===== config.mk =====
export PLATFORM = sky130hd
export DESIGN_NAME = murmur3_32_stream_hash
export DESIGN_NICKNAME = d
export VERILOG_FILES = /design/src/rtl/core/mm3_pkg.sv /design/src/rtl/core/murmur3_32_stream_hash.sv /design/src/rtl/core/mm3_ctrl.sv /design/src/rtl/core/mm3_dpath.sv
export SDC_FILE = /design/constraint.sdc
export NUM_CORES = 2
export LEC_CHECK = 0
export ABC_AREA = 1
export BUFFER_PORTS_ARGS = -buffer_cell sky130_fd_sc_hd__buf_4
export CAP_MARGIN = 25
export CORE_MARGIN = 4
export CORE_UTILIZATION = 50
export CTS_CLUSTER_DIAMETER = 100
export CTS_CLUSTER_SIZE = 40
export DETAILED_ROUTE_END_ITERATION = 10
export PLACE_DENSITY = 0.69
export SLEW_MARGIN = 20
export SYNTH_ARGS = -nofsm -noshare
export SYNTH_HDL_FRONTEND = slang
export SYNTH_SLANG_ARGS = --single-unit

===== constraint.sdc =====
create_clock -name clk -period 7.95 [get_ports clk]
set_input_delay 0.795 -clock clk [delete_from_list [all_inputs] [get_ports clk]]
set_output_delay 0.795 -clock clk [all_outputs]
set_load 0.01 [all_outputs]

===== src/rtl/core/mm3_pkg.sv =====
// Package: shared constants, command and status types, and helper functions for the MurmurHash3 block.
`timescale 1ns / 1ps
package mm3_pkg;

  localparam logic [31:0] MM_C1 = 32'hcc9e2d51;
  localparam logic [31:0] MM_C2 = 32'h1b873593;
  localparam logic [31:0] MM_N  = 32'he6546b64;
  localparam logic [31:0] MM_F1 = 32'h85ebca6b;
  localparam logic [31:0] MM_F2 = 32'hc2b2ae35;

  localparam logic [2:0] FULL_COUNT = 3'd4;

  // Controller to datapath commands, one step per cycle at most.
  typedef struct packed {
    logic load_in;   // capture request word, count and last flag
    logic mul1;      // word times C1
    logic mul2;      // rotate 15, times C2
    logic fold;      // fold scrambled word into accumulator
    logic fin1;      // first finalizer multiply
    logic fin2;      // second finalizer multiply
    logic out_load;  // load final hash into output register
  } mm3_cmd_t;

  typedef struct packed {
    logic last;      // captured request ends the message
  } mm3_status_t;

  function automatic logic [31:0] rotl15(input logic [31:0] v);
    rotl15 = {v[16:0], v[31:17]};
  endfunction

  function automatic logic [31:0] rotl13(input logic [31:0] v);
    rotl13 = {v[18:0], v[31:19]};
  endfunction

  // Keep the low bytes named by the count; counts of four or more keep all.
  function automatic logic [31:0] byte_mask(input logic [2:0] cnt);
    logic [31:0] m;
    m = '1;
    case (cnt)
      3'd0:    m = 32'h0000_0000;
      3'd1:    m = 32'h0000_00ff;
      3'd2:    m = 32'h0000_ffff;
      3'd3:    m = 32'h00ff_ffff;
      default: m = 32'hffff_ffff;
    endcase
    byte_mask = m;
  endfunction

endpackage


===== src/rtl/core/murmur3_32_stream_hash.sv =====
// Top level: MurmurHash3 x86_32 over a stream of little-endian 32-bit words.
// A request is taken only while the controller is idle; each word is loaded, multiplied twice
//   and folded; a final word then runs two finalizer multiplies and waits out any output stall;
//   the steps are serial because of the one shared 32x32 multiplier, which serves four steps in turn.
// Reset (rst_n, synchronous, active low): seed and accumulator go to 0, length to 0,
//   controller to idle and the output register empty.
`timescale 1ns / 1ps
module murmur3_32_stream_hash (
  input  logic        clk,
  input  logic        rst_n,
  // Seed register: a write also restarts the message from the new seed.
  input  logic        cfg_wr_en,
  input  logic [31:0] cfg_wr_data,
  // Input request channel.
  input  logic        in_valid,
  output logic        in_stall,
  input  logic [31:0] in_data_word,
  input  logic [2:0]  in_byte_count,
  input  logic        in_last_word,
  // Result channel, one request per finished message.
  output logic        out_valid,
  input  logic        out_stall,
  output logic [31:0] out_hash_value
);
  import mm3_pkg::*;

  mm3_cmd_t    cmd;
  mm3_status_t status;

  // Controller: hold new requests while one is in work; the output register
  // lets the next message start while a finished hash still waits.
  mm3_ctrl u_ctrl (
    .clk       (clk),
    .rst_n     (rst_n),
    .in_valid  (in_valid),
    .in_stall  (in_stall),
    .out_valid (out_valid),
    .out_stall (out_stall),
    .status    (status),
    .cmd       (cmd)
  );

  // Datapath: mask the tail bytes on capture, scramble with two multiplies,
  // fold into the accumulator, mix in the length and run the finalizer.
  mm3_dpath u_dpath (
    .clk            (clk),
    .rst_n          (rst_n),
    .cfg_wr_en      (cfg_wr_en),
    .cfg_wr_data    (cfg_wr_data),
    .in_data_word   (in_data_word),
    .in_byte_count  (in_byte_count),
    .in_last_word   (in_last_word),
    .out_hash_value (out_hash_value),
    .cmd            (cmd),
    .status         (status)
  );

endmodule


===== src/rtl/core/mm3_ctrl.sv =====
// Controller: sequences one request through scramble, fold and finalize steps.
`timescale 1ns / 1ps
module mm3_ctrl (
  input  logic                 clk,
  input  logic                 rst_n,
  input  logic                 in_valid,
  output logic                 in_stall,
  output logic                 out_valid,
  input  logic                 out_stall,
  input  mm3_pkg::mm3_status_t status,
  output mm3_pkg::mm3_cmd_t    cmd
);
  import mm3_pkg::*;

  typedef enum logic [2:0] {
    S_IDLE,
    S_MUL1,
    S_MUL2,
    S_FOLD,
    S_FIN1,
    S_FIN2,
    S_OUT
  } state_t;

  state_t state_r, state_nxt;
  logic   out_valid_r, out_valid_nxt;
  logic   out_free;

  assign out_free  = !out_valid_r || !out_stall;
  assign in_stall  = (state_r != S_IDLE);
  assign out_valid = out_valid_r;

  always_comb begin
    cmd           = '0;
    state_nxt     = state_r;
    out_valid_nxt = out_valid_r && out_stall;
    unique case (state_r)
      S_IDLE: begin
        if (in_valid) begin
          cmd.load_in = 1'b1;
          state_nxt   = S_MUL1;
        end
      end
      S_MUL1: begin
        cmd.mul1  = 1'b1;
        state_nxt = S_MUL2;
      end
      S_MUL2: begin
        cmd.mul2  = 1'b1;
        state_nxt = S_FOLD;
      end
      S_FOLD: begin
        cmd.fold  = 1'b1;
        state_nxt = status.last ? S_FIN1 : S_IDLE;
      end
      S_FIN1: begin
        cmd.fin1  = 1'b1;
        state_nxt = S_FIN2;
      end
      S_FIN2: begin
        cmd.fin2  = 1'b1;
        state_nxt = S_OUT;
      end
      S_OUT: begin
        if (out_free) begin
          cmd.out_load  = 1'b1;
          out_valid_nxt = 1'b1;
          state_nxt     = S_IDLE;
        end
      end
      default: state_nxt = S_IDLE;
    endcase
  end

  always_ff @(posedge clk) begin
    if (!rst_n) begin
      state_r     <= S_IDLE;
      out_valid_r <= 1'b0;
    end else begin
      state_r     <= state_nxt;
      out_valid_r <= out_valid_nxt;
    end
  end

endmodule


===== src/rtl/core/mm3_dpath.sv =====
// Datapath: seed, accumulator, length, shared multiplier and output register.
`timescale 1ns / 1ps
module mm3_dpath (
  input  logic                 clk,
  input  logic                 rst_n,
  input  logic                 cfg_wr_en,
  input  logic [31:0]          cfg_wr_data,
  input  logic [31:0]          in_data_word,
  input  logic [2:0]           in_byte_count,
  input  logic                 in_last_word,
  output logic [31:0]          out_hash_value,
  input  mm3_pkg::mm3_cmd_t    cmd,
  output mm3_pkg::mm3_status_t status
);
  import mm3_pkg::*;

  logic [31:0] seed_r, acc_r, len_r;
  logic [31:0] w_r, f_r, hash_r;
  logic [2:0]  cnt_r, cnt_in;
  logic        last_r;
  logic [31:0] mul_a, mul_b, product;
  logic [31:0] mix, blk, h_new, len_new, f_pre;

  // Non-final words always count four; saturate anything above four.
  always_comb begin
    cnt_in = in_byte_count;
    if (!in_last_word || in_byte_count > FULL_COUNT) begin
      cnt_in = FULL_COUNT;
    end
  end

  // One multiplier shared by the four multiply steps.
  always_comb begin
    mul_a = w_r;
    mul_b = MM_C1;
    if (cmd.mul2) begin
      mul_a = rotl15(w_r);
      mul_b = MM_C2;
    end else if (cmd.fin1) begin
      mul_a = f_r ^ (f_r >> 16);
      mul_b = MM_F1;
    end else if (cmd.fin2) begin
      mul_a = f_r ^ (f_r >> 13);
      mul_b = MM_F2;
    end
  end
  assign product = mul_a * mul_b;

  // Full block: rotate 13, times five, add offset. Tail: plain xor.
  assign mix     = rotl13(acc_r ^ w_r);
  assign blk     = mix + {mix[29:0], 2'b00} + MM_N;
  assign h_new   = (cnt_r == FULL_COUNT) ? blk : (acc_r ^ w_r);
  assign len_new = len_r + {29'd0, cnt_r};
  assign f_pre   = h_new ^ len_new;

  always_ff @(posedge clk) begin
    if (!rst_n) begin
      seed_r <= '0;
      acc_r  <= '0;
      len_r  <= '0;
    end else if (cfg_wr_en) begin
      seed_r <= cfg_wr_data;
      acc_r  <= cfg_wr_data;
      len_r  <= '0;
    end else if (cmd.fold) begin
      if (last_r) begin
        acc_r <= seed_r;
        len_r <= '0;
      end else begin
        acc_r <= h_new;
        len_r <= len_new;
      end
    end
  end

  always_ff @(posedge clk) begin
    if (cmd.load_in) begin
      w_r    <= in_data_word & byte_mask(cnt_in);
      cnt_r  <= cnt_in;
      last_r <= in_last_word;
    end else if (cmd.mul1 || cmd.mul2) begin
      w_r <= product;
    end
    if (cmd.fold) begin
      f_r <= f_pre;
    end else if (cmd.fin1 || cmd.fin2) begin
      f_r <= product;
    end
    if (cmd.out_load) begin
      hash_r <= f_r ^ (f_r >> 16);
    end
  end

  assign status.last    = last_r;
  assign out_hash_value = hash_r;

endmodule

==> qor.yml <==
route:
  routed_via_density: 5.514
  drtIter0Drc: 3031
  drt_pass1_iterations: 6
  dr_wl_met2_mm: 45.21
  route.layer.met1.wl_mm: 43.38
  met3_length_mm: 12.47
  routedWlPerCell_um: 23.83
  postRouteAntennaNets: 0
  highest_layer: "met4"
  postRouteWirelength_mm: 108.5
  route.vias.total: 25104
  drc_errors: 0
floorplanning:
  core_mm2: 0.05424
  dieHeight_um: 242.9
  ios: 107
  rows: 85
  die-area_mm2: 0.05898
  start_util: 0.5085
  die_x_um: 242.9
global_route:
  grt_pass1_wl_mm: 156.9
  grt_max_degree: 69
  antenna_found_initial: 1
  grt-ovfl-total: 0
  grt_use_total: 0.3619
  grt_pass1_vias: 24511
flow_run:
  cap_viol_max_count: 0
worst_setup_path:
  reg2reg_setup_slack_ns: 0.15
  worstPathArrival_ns: 7.96
  cp_top_family: "adder cells"
  start_kind: "flip-flop"
  required_ns: 8.11
  cp-end-kind: "flip-flop"
  cp.buffers_inverters: 9
  crit_path_frequent_cell: "inv_1"
  critical-path-slowest-cell: "fa_2"
  cp_max_fo: 10
  crit_type: "reg2reg"
  cp_slowest_stage_delay_ns: 0.60
synth:
  ys.warnings.count: 0
  synth_top_area_frac: 0.2882
  syn-num-nets: 4139
  synth-seq-area-share: 0.1815
  synth-seq-cells: 200
  yosysTopAreaCell: "fa_1"
  netlist_instances: 3477
  synth_cell_types: 57
  synth_area_leaders: "fa_1 29%, inv_1 11%, edfxtp_1 11%"
  async_flop_share: 0
  synth_ff_type: "edfxtp_1"
  synth_enable_flop_cells: 100
  postSynthAreaPerCell_um2: 7.932
  synthesis.area_mm2: 0.02758
sta:
  fin_skew_ns: 0.01537
  drv_slew: 0
  tightest_slew_ns: 1.023
  finalCriticalPeriod_ns: 7.804
  relSlewSlack: 0.3105
  fmax_ghz: 0.1281
  rsz0062_at_grt: "true"
  finalSetupViolations: 0
  finalCritPeriodShare: 0.9817
  setup_slack_ns: 0.1456
  fin_tns_setup_ns: 0
  hold_violations: 0
clock_network:
  cts_root_buf: "clkbuf_16"
  cts_sinks: 200
  cts_inserted_buffers: 17
  clk_latency_ns: 0.46
  holdBufCountCts: 0
  clockBufferDepth: 2
  clk_pin_slew_worst_paths_ns: 0.08
  cts_tree: "done"
  htreeDepth: 4
run_status:
  status: "finished clean"
finish:
  layout-drive-gt1-share: 0.1784
  final_core_util: 0.6015
  syn_to_final_growth_pct: 18.30
  num-nets-final: 4505
  nFillCells: 4992
placement:
  gp_congestion: 1.087
  place_ws_ns: -0.3198
  dp_hpwl_mm: 93.26
  port_buffers: 106
min_path:
  hp-class: "reg2reg"
==> through the flow <==
step                cells  cell area (µm²)  hold slack, ns
detailed placement   4491            31170          0.4584
floorplan            3477            27580          0.4412
global placement     4490            31150          0.4545
finish               4553            32630          0.4760
global route         4552            32620          0.4870
CTS                  4527            31830          0.4716
==> registers in the layout, summed over array words and instances (netlist names) <==
signal and cells:
u_ctrl.out_valid 1, u_ctrl.state_r 3, u_dpath.acc_r 32, u_dpath.cnt_r 3
u_dpath.f_r 32, u_dpath.len_r 32, u_dpath.out_hash_value 32, u_dpath.seed_r 32
u_dpath.status 1, u_dpath.w_r 32
==> logic make-up after synthesis <==
family | Yosys count | share of synthesized area
compound gates | 406 | 0.08388
xor+xnor | 125 | 0.03970
fa+ha+maj | 589 | 0.3753
buf+inv | 922 | 0.1287
flops | 200 | 0.1815
mux | 2 | 0.0007259
other cells | 1 | 0.0001360
simple gates | 1232 | 0.1901
==> Yosys cell counts (9+ instances only) <==
cell type	n
nor3_1	15
nand2_1	725
buf_1	13
inv_2	11
or2_2	31
a31oi_1	38
buf_6	10
o21bai_1	14
nand3b_1	12
nand3_1	138
clkbuf_1	61
a21oi_1	155
ha_1	192
nand3_2	10
nand2_2	10
a32o_1	9
xor2_1	66
fa_1	397
nand4_1	27
o21ai_0	115
nor2_1	238
edfxtp_1	100
dfxtp_1	100
inv_1	819
o22ai_1	31
xnor2_1	59
==> area by class of cell <==
cell class / instances / area, µm² / share of cell area
multi-input cells: 2356 / 19600 / 0.6008
repair buffers: 438 / 3432 / 0.1052
flip-flops and latches: 200 / 5016 / 0.1537
clock buffers: 17 / 425.4 / 0.01304
diodes: 1 / 2.502 / 0.00007670
clock inverters: 15 / 151.4 / 0.004640
well taps: 696 / 870.8 / 0.02669
inverters: 830 / 3127 / 0.09584
==> layer usage <==
layer  GRT usage  up-vias
met1      0.4996    12023
met4      0.1920        0
met5           0        -
met2      0.5270     1390
met3     0.08984      287
li1            -    11404
==> layout by cell type (no fill, tap or decap), types with 31 or more instances in the layout <==
master	synthesis	layout
nand3_1	138	131
a31oi_1	38	37
o22ai_1	31	31
nor2_1	238	200
nor2_2	6	35
buf_4	2	417
inv_1	819	806
fa_1	397	383
ha_1	192	186
a21oi_1	155	143
edfxtp_1	100	100
dfxtp_1	100	97
o21ai_0	115	106
or2_2	31	31
xnor2_1	59	56
nand2_1	725	703
xor2_1	66	65
==> final timing paths <==
kind,startpoint,end,cells past startpoint
worst max-delay path,u_ctrl.state_r[1],u_dpath.f_r[20],35
worst min-delay path,u_dpath.seed_r[22],u_dpath.seed_r[22],2
worst max register to register,u_ctrl.state_r[1],u_dpath.f_r[20],35
worst min register to register,u_dpath.seed_r[22],u_dpath.seed_r[22],2
==> worst reg2reg max path: cells and delay by family, from the launching register on <==
family	cells	cell delay, ns
adder cells (fa/ha/maj)	9	3.73
AND/OR/NAND/NOR	11	1.37
AO/OA/AOI/OAI	6	1.03
buffers and inverters	9	1.00
flip-flops	1	0.37
==> what timing repair did <==
| action | 4_1_cts | 5_1_grt |
|---|---|---|
| setup endpoints to repair | 26 | 36 |
| setup buffers | 4 | 20 |
| pin swaps | 2 | 37 |
| cloned | 0 | 3 |
| resized for setup | 18 | 165 |
Power is not shown: default switching activity piles up to over one toggle a cycle in this logic, so the estimate is an artifact.
